==> src/design/xfve_pkg.sv <==
package xfve_pkg;

    localparam int LANES_DEFAULT = 8;
    localparam int LANE_W        = 3;
    localparam int VALUE_W       = 64;
    localparam int LZ_W          = 5;
    localparam int LEN_W         = 6;
    localparam int POS_W         = 6;
    localparam int CNT_W         = 7;
    localparam int LZ_SAT        = 31;
    localparam int HDR_REUSE     = 2;
    localparam int HDR_NEW       = 2 + LZ_W + LEN_W;

    typedef enum logic [1:0] {
        KIND_ZERO  = 2'd0,
        KIND_REUSE = 2'd1,
        KIND_NEW   = 2'd2
    } t_code_kind;

    typedef struct packed {
        logic [LANE_W-1:0]  lane;
        logic [VALUE_W-1:0] sample;
        logic               load_reference;
    } t_in_item;

    typedef struct packed {
        t_code_kind         code_kind;
        logic [LZ_W-1:0]    lead_zero_field;
        logic [LEN_W-1:0]   length_field;
        logic [VALUE_W-1:0] core_bits;
        logic [CNT_W-1:0]   core_length;
        logic [CNT_W-1:0]   total_bits;
    } t_out_item;

    // zero-count signature of a lane's last xor
    typedef struct packed {
        logic             nz;
        logic [POS_W-1:0] lead;
        logic [POS_W-1:0] trail;
    } t_xor_sig;

    typedef struct packed {
        logic [VALUE_W-1:0] value;
        t_xor_sig           sig;
    } t_lane_entry;

    function automatic logic [CNT_W-1:0] count_lead(input logic [VALUE_W-1:0] x);
        logic [CNT_W-1:0] n;
        logic             hit;
        n   = CNT_W'(VALUE_W);
        hit = 1'b0;
        for (int i = VALUE_W - 1; i >= 0; i--) begin
            if (!hit && x[i]) begin
                n   = CNT_W'(VALUE_W - 1 - i);
                hit = 1'b1;
            end
        end
        return n;
    endfunction

    function automatic logic [CNT_W-1:0] count_trail(input logic [VALUE_W-1:0] x);
        logic [CNT_W-1:0] n;
        logic             hit;
        n   = CNT_W'(VALUE_W);
        hit = 1'b0;
        for (int i = 0; i < VALUE_W; i++) begin
            if (!hit && x[i]) begin
                n   = CNT_W'(i);
                hit = 1'b1;
            end
        end
        return n;
    endfunction

endpackage

==> src/design/xfve_encode.sv <==
module xfve_encode (
    input  logic [xfve_pkg::VALUE_W-1:0] i_sample,
    input  xfve_pkg::t_lane_entry        i_prev,
    output xfve_pkg::t_out_item          o_item,
    output xfve_pkg::t_xor_sig           o_sig
);

    logic [xfve_pkg::VALUE_W-1:0] x;
    logic [xfve_pkg::CNT_W-1:0]   lz;
    logic [xfve_pkg::CNT_W-1:0]   tz;
    logic [xfve_pkg::LZ_W-1:0]    sat_lz;
    logic [xfve_pkg::CNT_W-1:0]   len;
    logic                         match;

    assign x  = i_sample ^ i_prev.value;
    assign lz = xfve_pkg::count_lead(x);
    assign tz = xfve_pkg::count_trail(x);

    assign sat_lz = (lz > xfve_pkg::CNT_W'(xfve_pkg::LZ_SAT))
                  ? xfve_pkg::LZ_W'(xfve_pkg::LZ_SAT) : lz[xfve_pkg::LZ_W-1:0];
    assign len    = xfve_pkg::CNT_W'(xfve_pkg::VALUE_W)
                  - xfve_pkg::CNT_W'(sat_lz) - tz;
    assign match  = i_prev.sig.nz
                  && (i_prev.sig.lead == lz[xfve_pkg::POS_W-1:0])
                  && (i_prev.sig.trail == tz[xfve_pkg::POS_W-1:0]);

    assign o_sig.nz    = |x;
    assign o_sig.lead  = lz[xfve_pkg::POS_W-1:0];
    assign o_sig.trail = tz[xfve_pkg::POS_W-1:0];

    always_comb begin
        o_item = '0;
        if (x == '0) begin
            o_item.code_kind  = xfve_pkg::KIND_ZERO;
            o_item.total_bits = xfve_pkg::CNT_W'(1);
        end else begin
            o_item.core_bits   = x >> tz;
            o_item.core_length = len;
            if (match) begin
                o_item.code_kind  = xfve_pkg::KIND_REUSE;
                o_item.total_bits = len + xfve_pkg::CNT_W'(xfve_pkg::HDR_REUSE);
            end else begin
                o_item.code_kind       = xfve_pkg::KIND_NEW;
                o_item.lead_zero_field = sat_lz;
                o_item.length_field    = len[xfve_pkg::LEN_W-1:0];
                o_item.total_bits      = len + xfve_pkg::CNT_W'(xfve_pkg::HDR_NEW);
            end
        end
    end

endmodule

==> src/design/xor_float_value_encoder.sv <==
// XOR value encoder for float series, one code word description per beat.
// Input channel (i_in_valid / o_in_stall / i_in_data): lane, raw 64-bit sample
// and a load flag. A load beat stores the sample as the lane reference and
// gives no output; a lane at or above LANES is dropped. Every other beat gives
// one output beat (o_out_valid / i_out_stall / o_out_data): code kind, header
// fields, core bits, core length and total bit count; packing is downstream.
// Accepted beats pass the lane stage register, then the output register.
// Throughput: one beat per cycle unless stalled, set by the lane memory
// read-modify-write (synchronous read, stage write-back, last write forwarded).
// Reset: i_rst_n synchronous, active low; all lane state reads as zero after
// reset through per-lane valid bits, no clearing pass. Output register empty.
// When the receiver stalls, the output beat holds; one more beat can sit in the
// lane stage before o_in_stall rises. Load beats drain even under stall.
module xor_float_value_encoder #(
    parameter int LANES = xfve_pkg::LANES_DEFAULT
) (
    input  logic                i_clk,
    input  logic                i_rst_n,
    input  logic                i_in_valid,
    input  xfve_pkg::t_in_item  i_in_data,
    output logic                o_in_stall,
    output logic                o_out_valid,
    output xfve_pkg::t_out_item o_out_data,
    input  logic                i_out_stall
);

    localparam int AW = (LANES > 1) ? $clog2(LANES) : 1;

    xfve_pkg::t_lane_entry r_mem [LANES];
    logic [LANES-1:0]      r_entry_valid;

    xfve_pkg::t_lane_entry r_rd_entry;
    logic                  r_rd_valid;
    logic                  r_s1_valid;
    xfve_pkg::t_in_item    r_s1_item;
    logic [AW-1:0]         r_s1_addr;
    logic                  r_fwd_valid;
    logic [AW-1:0]         r_fwd_addr;
    xfve_pkg::t_lane_entry r_fwd_entry;
    logic                  r_out_valid;
    xfve_pkg::t_out_item   r_out_data;

    logic [xfve_pkg::LANE_W+AW-1:0] in_lane_ext;
    logic [AW-1:0]                  in_addr;
    logic                           in_lane_ok;
    logic                           out_free;
    logic                           s1_adv;
    logic                           in_ready;
    logic                           in_acc;
    xfve_pkg::t_lane_entry          prev;
    xfve_pkg::t_lane_entry          wr_entry;
    xfve_pkg::t_out_item            enc_item;
    xfve_pkg::t_xor_sig             enc_sig;

    assign in_lane_ext = {{AW{1'b0}}, i_in_data.lane};
    assign in_addr     = in_lane_ext[AW-1:0];
    assign in_lane_ok  = int'(i_in_data.lane) < LANES;

    assign out_free = !r_out_valid || !i_out_stall;
    assign s1_adv   = r_s1_valid && (r_s1_item.load_reference || out_free);
    assign in_ready = !r_s1_valid || s1_adv;
    assign in_acc   = i_in_valid && in_ready;

    // last write may land on the edge that read this lane
    always_comb begin
        if (r_fwd_valid && (r_fwd_addr == r_s1_addr)) begin
            prev = r_fwd_entry;
        end else if (r_rd_valid) begin
            prev = r_rd_entry;
        end else begin
            prev = '0;
        end
    end

    xfve_encode u_encode (
        .i_sample (r_s1_item.sample),
        .i_prev   (prev),
        .o_item   (enc_item),
        .o_sig    (enc_sig)
    );

    always_comb begin
        wr_entry.value = r_s1_item.sample;
        wr_entry.sig   = r_s1_item.load_reference ? '0 : enc_sig;
    end

    always_ff @(posedge i_clk) begin
        if (s1_adv) begin
            r_mem[r_s1_addr] <= wr_entry;
            r_fwd_addr       <= r_s1_addr;
            r_fwd_entry      <= wr_entry;
        end
        if (in_acc && in_lane_ok) begin
            r_rd_entry <= r_mem[in_addr];
            r_s1_item  <= i_in_data;
            r_s1_addr  <= in_addr;
        end
        if (s1_adv && !r_s1_item.load_reference) begin
            r_out_data <= enc_item;
        end
    end

    always_ff @(posedge i_clk) begin
        if (!i_rst_n) begin
            r_entry_valid <= '0;
            r_rd_valid    <= 1'b0;
            r_s1_valid    <= 1'b0;
            r_fwd_valid   <= 1'b0;
            r_out_valid   <= 1'b0;
        end else begin
            if (s1_adv) begin
                r_entry_valid[r_s1_addr] <= 1'b1;
                r_fwd_valid              <= 1'b1;
            end
            if (in_acc && in_lane_ok) begin
                r_rd_valid <= r_entry_valid[in_addr];
                r_s1_valid <= 1'b1;
            end else if (s1_adv) begin
                r_s1_valid <= 1'b0;
            end
            if (s1_adv && !r_s1_item.load_reference) begin
                r_out_valid <= 1'b1;
            end else if (!i_out_stall) begin
                r_out_valid <= 1'b0;
            end
        end
    end

    assign o_in_stall  = !in_ready;
    assign o_out_valid = r_out_valid;
    assign o_out_data  = r_out_data;

    a_zero_word: assert property (@(posedge i_clk) disable iff (!i_rst_n)
        o_out_valid && (o_out_data.code_kind == xfve_pkg::KIND_ZERO)
        |-> (o_out_data.total_bits == xfve_pkg::CNT_W'(1))
            && (o_out_data.core_length == '0))
        else $error("zero xor word with nonzero length");

    a_new_word: assert property (@(posedge i_clk) disable iff (!i_rst_n)
        o_out_valid && (o_out_data.code_kind == xfve_pkg::KIND_NEW)
        |-> (o_out_data.total_bits
             == xfve_pkg::CNT_W'(o_out_data.core_length
                                 + xfve_pkg::CNT_W'(xfve_pkg::HDR_NEW)))
            && (o_out_data.length_field
             == o_out_data.core_length[xfve_pkg::LEN_W-1:0]))
        else $error("new window word length mismatch");

    a_load_silent: assert property (@(posedge i_clk) disable iff (!i_rst_n)
        r_s1_valid && r_s1_item.load_reference && out_free
        |=> !o_out_valid)
        else $error("reference load produced an output beat");

endmodule
==> config.mk <==
export PLATFORM = sky130hd
export DESIGN_NAME = xor_float_value_encoder
export DESIGN_NICKNAME = d
export VERILOG_FILES = /design/src/design/xfve_pkg.sv /design/src/design/xfve_encode.sv /design/src/design/xor_float_value_encoder.sv
export SDC_FILE = /design/constraint.sdc
export NUM_CORES = 1
export LEC_CHECK = 0
export CAP_MARGIN = 20
export CORE_MARGIN = 2
export CORE_UTILIZATION = 40
export CTS_BUF_LIST = sky130_fd_sc_hd__clkbuf_2
export DETAILED_ROUTE_END_ITERATION = 8
export DONT_BUFFER_PORTS = 1
export PLACE_DENSITY = 0.63
export SLEW_MARGIN = 20
export SYNTH_ARGS = -nofsm -noshare
export SYNTH_HDL_FRONTEND = slang
export SYNTH_SLANG_ARGS = --single-unit
==> constraint.sdc <==
create_clock -name i_clk -period 14.8 [get_ports i_clk]
set_input_delay 2.96 -clock i_clk [delete_from_list [all_inputs] [get_ports i_clk]]
set_output_delay 2.96 -clock i_clk [all_outputs]
set_load 0.02 [all_outputs]
==> metrics.txt <==
#FFs+latches synth=approximately 940; Synth Cell Area=roughly 0.042 mm2; routability cong.=1.00; input/output buffers=0; yosys warns=0; Post-CTS Setup Repair Bufs=0; die area=between 0.1 and 0.15 mm2; Vias=between 20,000 and 30,000; Root Driver=clkbuf_2; Finished Core Util=0.442; run status=finished clean; Pre-antenna DRT Iters=6; post-synthesis async set-or-reset flop share=0; R2R cell count=21; DP Area=roughly 0.044 mm2; Synth Instances=roughly 2,700; leakage power total=between 0.015 and 0.02 uW; sequential area share after synthesis=0.671; first-pass GRT wire length=roughly 180,000 um; wire length per cell=28.3 um; max-slew violations=0; Worst EP required=16.09 ns; boundary pin count=~170; gr ovfl total=0; CTS clk-pin slew, worst paths=0.11 ns; Detailed Place HPWL=about 83,000 um; Mean Syn Cell Area=15.6 um2; fin crit period=8.59 ns; Synthesized Nets=approximately 2,800; nature of the critical path endpoint=register; post-synth cell types=just under 90; filler cell count=between 9,000 and 10,000; # setup viols final=0; Tot GR Track Use=0.232; commonest non-fill, non-tap cells in the layout=edfxtp_1 (932), clkbuf_2 (310), mux4_2 (156); Final Instance Area=0.0460 mm2; worst-path fanout max=50; die width=328 um; total CTS buffers=around 230; hold crit path type=reg2reg; via count of the first global-routing pass=roughly 27,000; Clk Latency, worst-skew pair=approximately 1.6 ns; share of cells above drive strength 1=0.229; row cnt=118; hold depth=1; CP arrival=between 9 and 10 ns; Pwr Density=between 100 and 150 mW/mm2; post-route clock period utilization=0.580; Setup Skew=0.137 ns; TritonCTS clock tree=built; # hold bufs at CTS=0; VDD IR-drop max=~67 uV; Core Box Area=just over 0.1 mm2; Least-Margin Pin Slew=1.13 ns; commonest non-fill, non-tap cell in the layout=edfxtp_1; initial drt markers=between 2,000 and 3,000; Rel. slew slack=0.240; DRT Wirelength=between 100,000 and 150,000 um; initial core utilization=0.405; H-tree levels=4; fin nets=~3,000; DRC=0; area grow syn2layout=9.23%; Post-synth top flop=edfxtp_1; vias per cell=~6.0; Critical Path Source Type=register; Max-Cap Viols=0; post-route setup TNS=0 ns; post-CTS sizing=0; largest net degree at the start of global routing=158; critical path class=reg2reg; Antenna Nets Post-Route=0; Die Y=328 um; RSZ-0062 raised after global routing=no; Fmax=approximately 120 MHz; Hold Fails Final Rpt=0; CTS Sinks=~940; number of synthesized flops with an enable pin=between 900 and 1,000; antenna violations before repair=6; Max Root-Sink Buffers=3
## critical path: stages, from the launching register on
cell and delay [ns]:
edfxtp_1 0.55, xnor2_1 0.35, nand4_4 0.53, buf_4 0.59
mux2i_1 0.37, xor2_1 0.42, nand4_1 0.38, or4_4 0.84
nor4_1 0.66, and3_1 0.54, or2_2 0.33, clkinv_1 0.66
ha_1 0.59, ha_1 0.29, inv_1 0.11, nor2_1 0.06
nor2_1 0.12, xor2_1 0.36, nor2_1 0.14, nand3_1 0.12
nand3_1 0.08, nor3b_1 0.23
## area by class of cell
| type | count | area (um2) | share of cell area |
|---|---|---|---|
| Multi-Input combinational cell | 1591 | 13300 | 0.289 |
| Clock inverter | 95 | 603 | 0.0131 |
| Tap cell | 1380 | 1730 | 0.0376 |
| Antenna cell | 4 | 10.0 | 0.000218 |
| Sequential cell | 944 | 28200 | 0.614 |
| Clock buffer | 310 | 1550 | 0.0338 |
| Inverter | 19 | 72.6 | 0.00158 |
| Timing Repair Buffer | 63 | 473 | 0.0103 |
## sequential cells by signal (all words and copies together), names as in the netlist
| name | flops |
|---|---|
| r_rd_entry | 77 |
| o_out_data | 91 |
| r_mem | 616 |
| r_s1_item | 65 |
| r_entry_valid | 8 |
| r_rd_valid | 1 |
| r_fwd_valid | 1 |
| r_s1_addr | 3 |
| r_fwd_addr | 3 |
| r_fwd_entry | 77 |
| o_out_valid | 1 |
| r_s1_valid | 1 |
## cell usage after synthesis (all sizes together) (5+ instances only)
cell / number / area share
nand4: 30 / 0.0046
o22ai: 28 / 0.0042
nand2: 89 / 0.0079
and2: 75 / 0.011
o32ai: 7 / 0.0015
edfxtp: 932 / 0.67
o211ai: 89 / 0.016
or3: 6 / 0.00089
o221ai: 22 / 0.0050
a22oi: 17 / 0.0030
a31oi: 14 / 0.0021
o2111ai: 5 / 0.0010
o21a: 17 / 0.0030
a211oi: 17 / 0.0030
nand3: 129 / 0.015
o21ai: 148 / 0.018
nor3: 34 / 0.0040
a221oi: 12 / 0.0025
nor4: 34 / 0.0057
xor2: 54 / 0.012
dfxtp: 12 / 0.0057
mux2i: 81 / 0.020
xnor2: 70 / 0.015
ha: 13 / 0.0039
buf: 37 / 0.0045
a32oi: 10 / 0.0021
a2111oi: 8 / 0.0021
inv: 18 / 0.0016
or4: 10 / 0.0021
a311oi: 5 / 0.0010
a21boi: 6 / 0.0011
nor2: 147 / 0.013
clkbuf: 111 / 0.0099
nand2b: 5 / 0.00074
mux2: 79 / 0.021
and3: 20 / 0.0030
a21oi: 86 / 0.010
mux4: 156 / 0.084
## final timing paths
| path | from | to | slack [ns] |
|---|---|---|---|
| min | r_entry_valid[3] | r_entry_valid[3] | 0.48 |
| max | r_s1_addr[0] | o_out_data[5] | 6.21 |
| max reg2reg | r_s1_addr[0] | o_out_data[5] | 6.21 |
| min reg2reg | r_entry_valid[3] | r_entry_valid[3] | 0.48 |
## per-layer routing
metal,GRT usage,vias up,share of wire
li1,-,11400,-
met5,0,-,0.00044
met4,0.0922,8,0.034
met3,0.0481,231,0.070
met2,0.355,1268,0.46
met1,0.324,13400,0.44
## where the power goes
group | switching, uW | total (uW) | internal [uW]
sequential | 76.4 | 3120 | 3040
combinational | 456 | 679 | 223
clock | 1040 | 1730 | 693
## metrics by stage
| step | worst slack, ns | hold slack, ns | total power, uW | std cells |
|---|---|---|---|---|
| final | 6.21 | 0.475 | 5520 | 4406 |
| after global routing | 5.50 | 0.506 | 5790 | 4406 |
| after CTS | 6.18 | 0.481 | 5590 | 4402 |
| after detailed placement | 6.33 | 0.458 | 3840 | 3997 |
| after global placement | 6.52 | 0.443 | 3840 | 3997 |
| after floorplan | 3.55 | 0.435 | 3610 | 2702 |
## logic make-up (layout without fill, tap and decap cells)
family | count (synthesis) | after routing | synth area share
DFF | 944 | 944 | 0.671
and+or+nand+nor | 601 | 601 | 0.0729
AOI/OAI and AO/OA | 536 | 536 | 0.0850
muxes | 316 | 316 | 0.124
buffers and inverters | 167 | 487 | 0.0161
xor gates and xnor gates | 124 | 124 | 0.0265
adders and majority gates | 14 | 14 | 0.00434
other | 0 | 4 | 0
No activity file was read; power rests on OpenSTA's default activity.
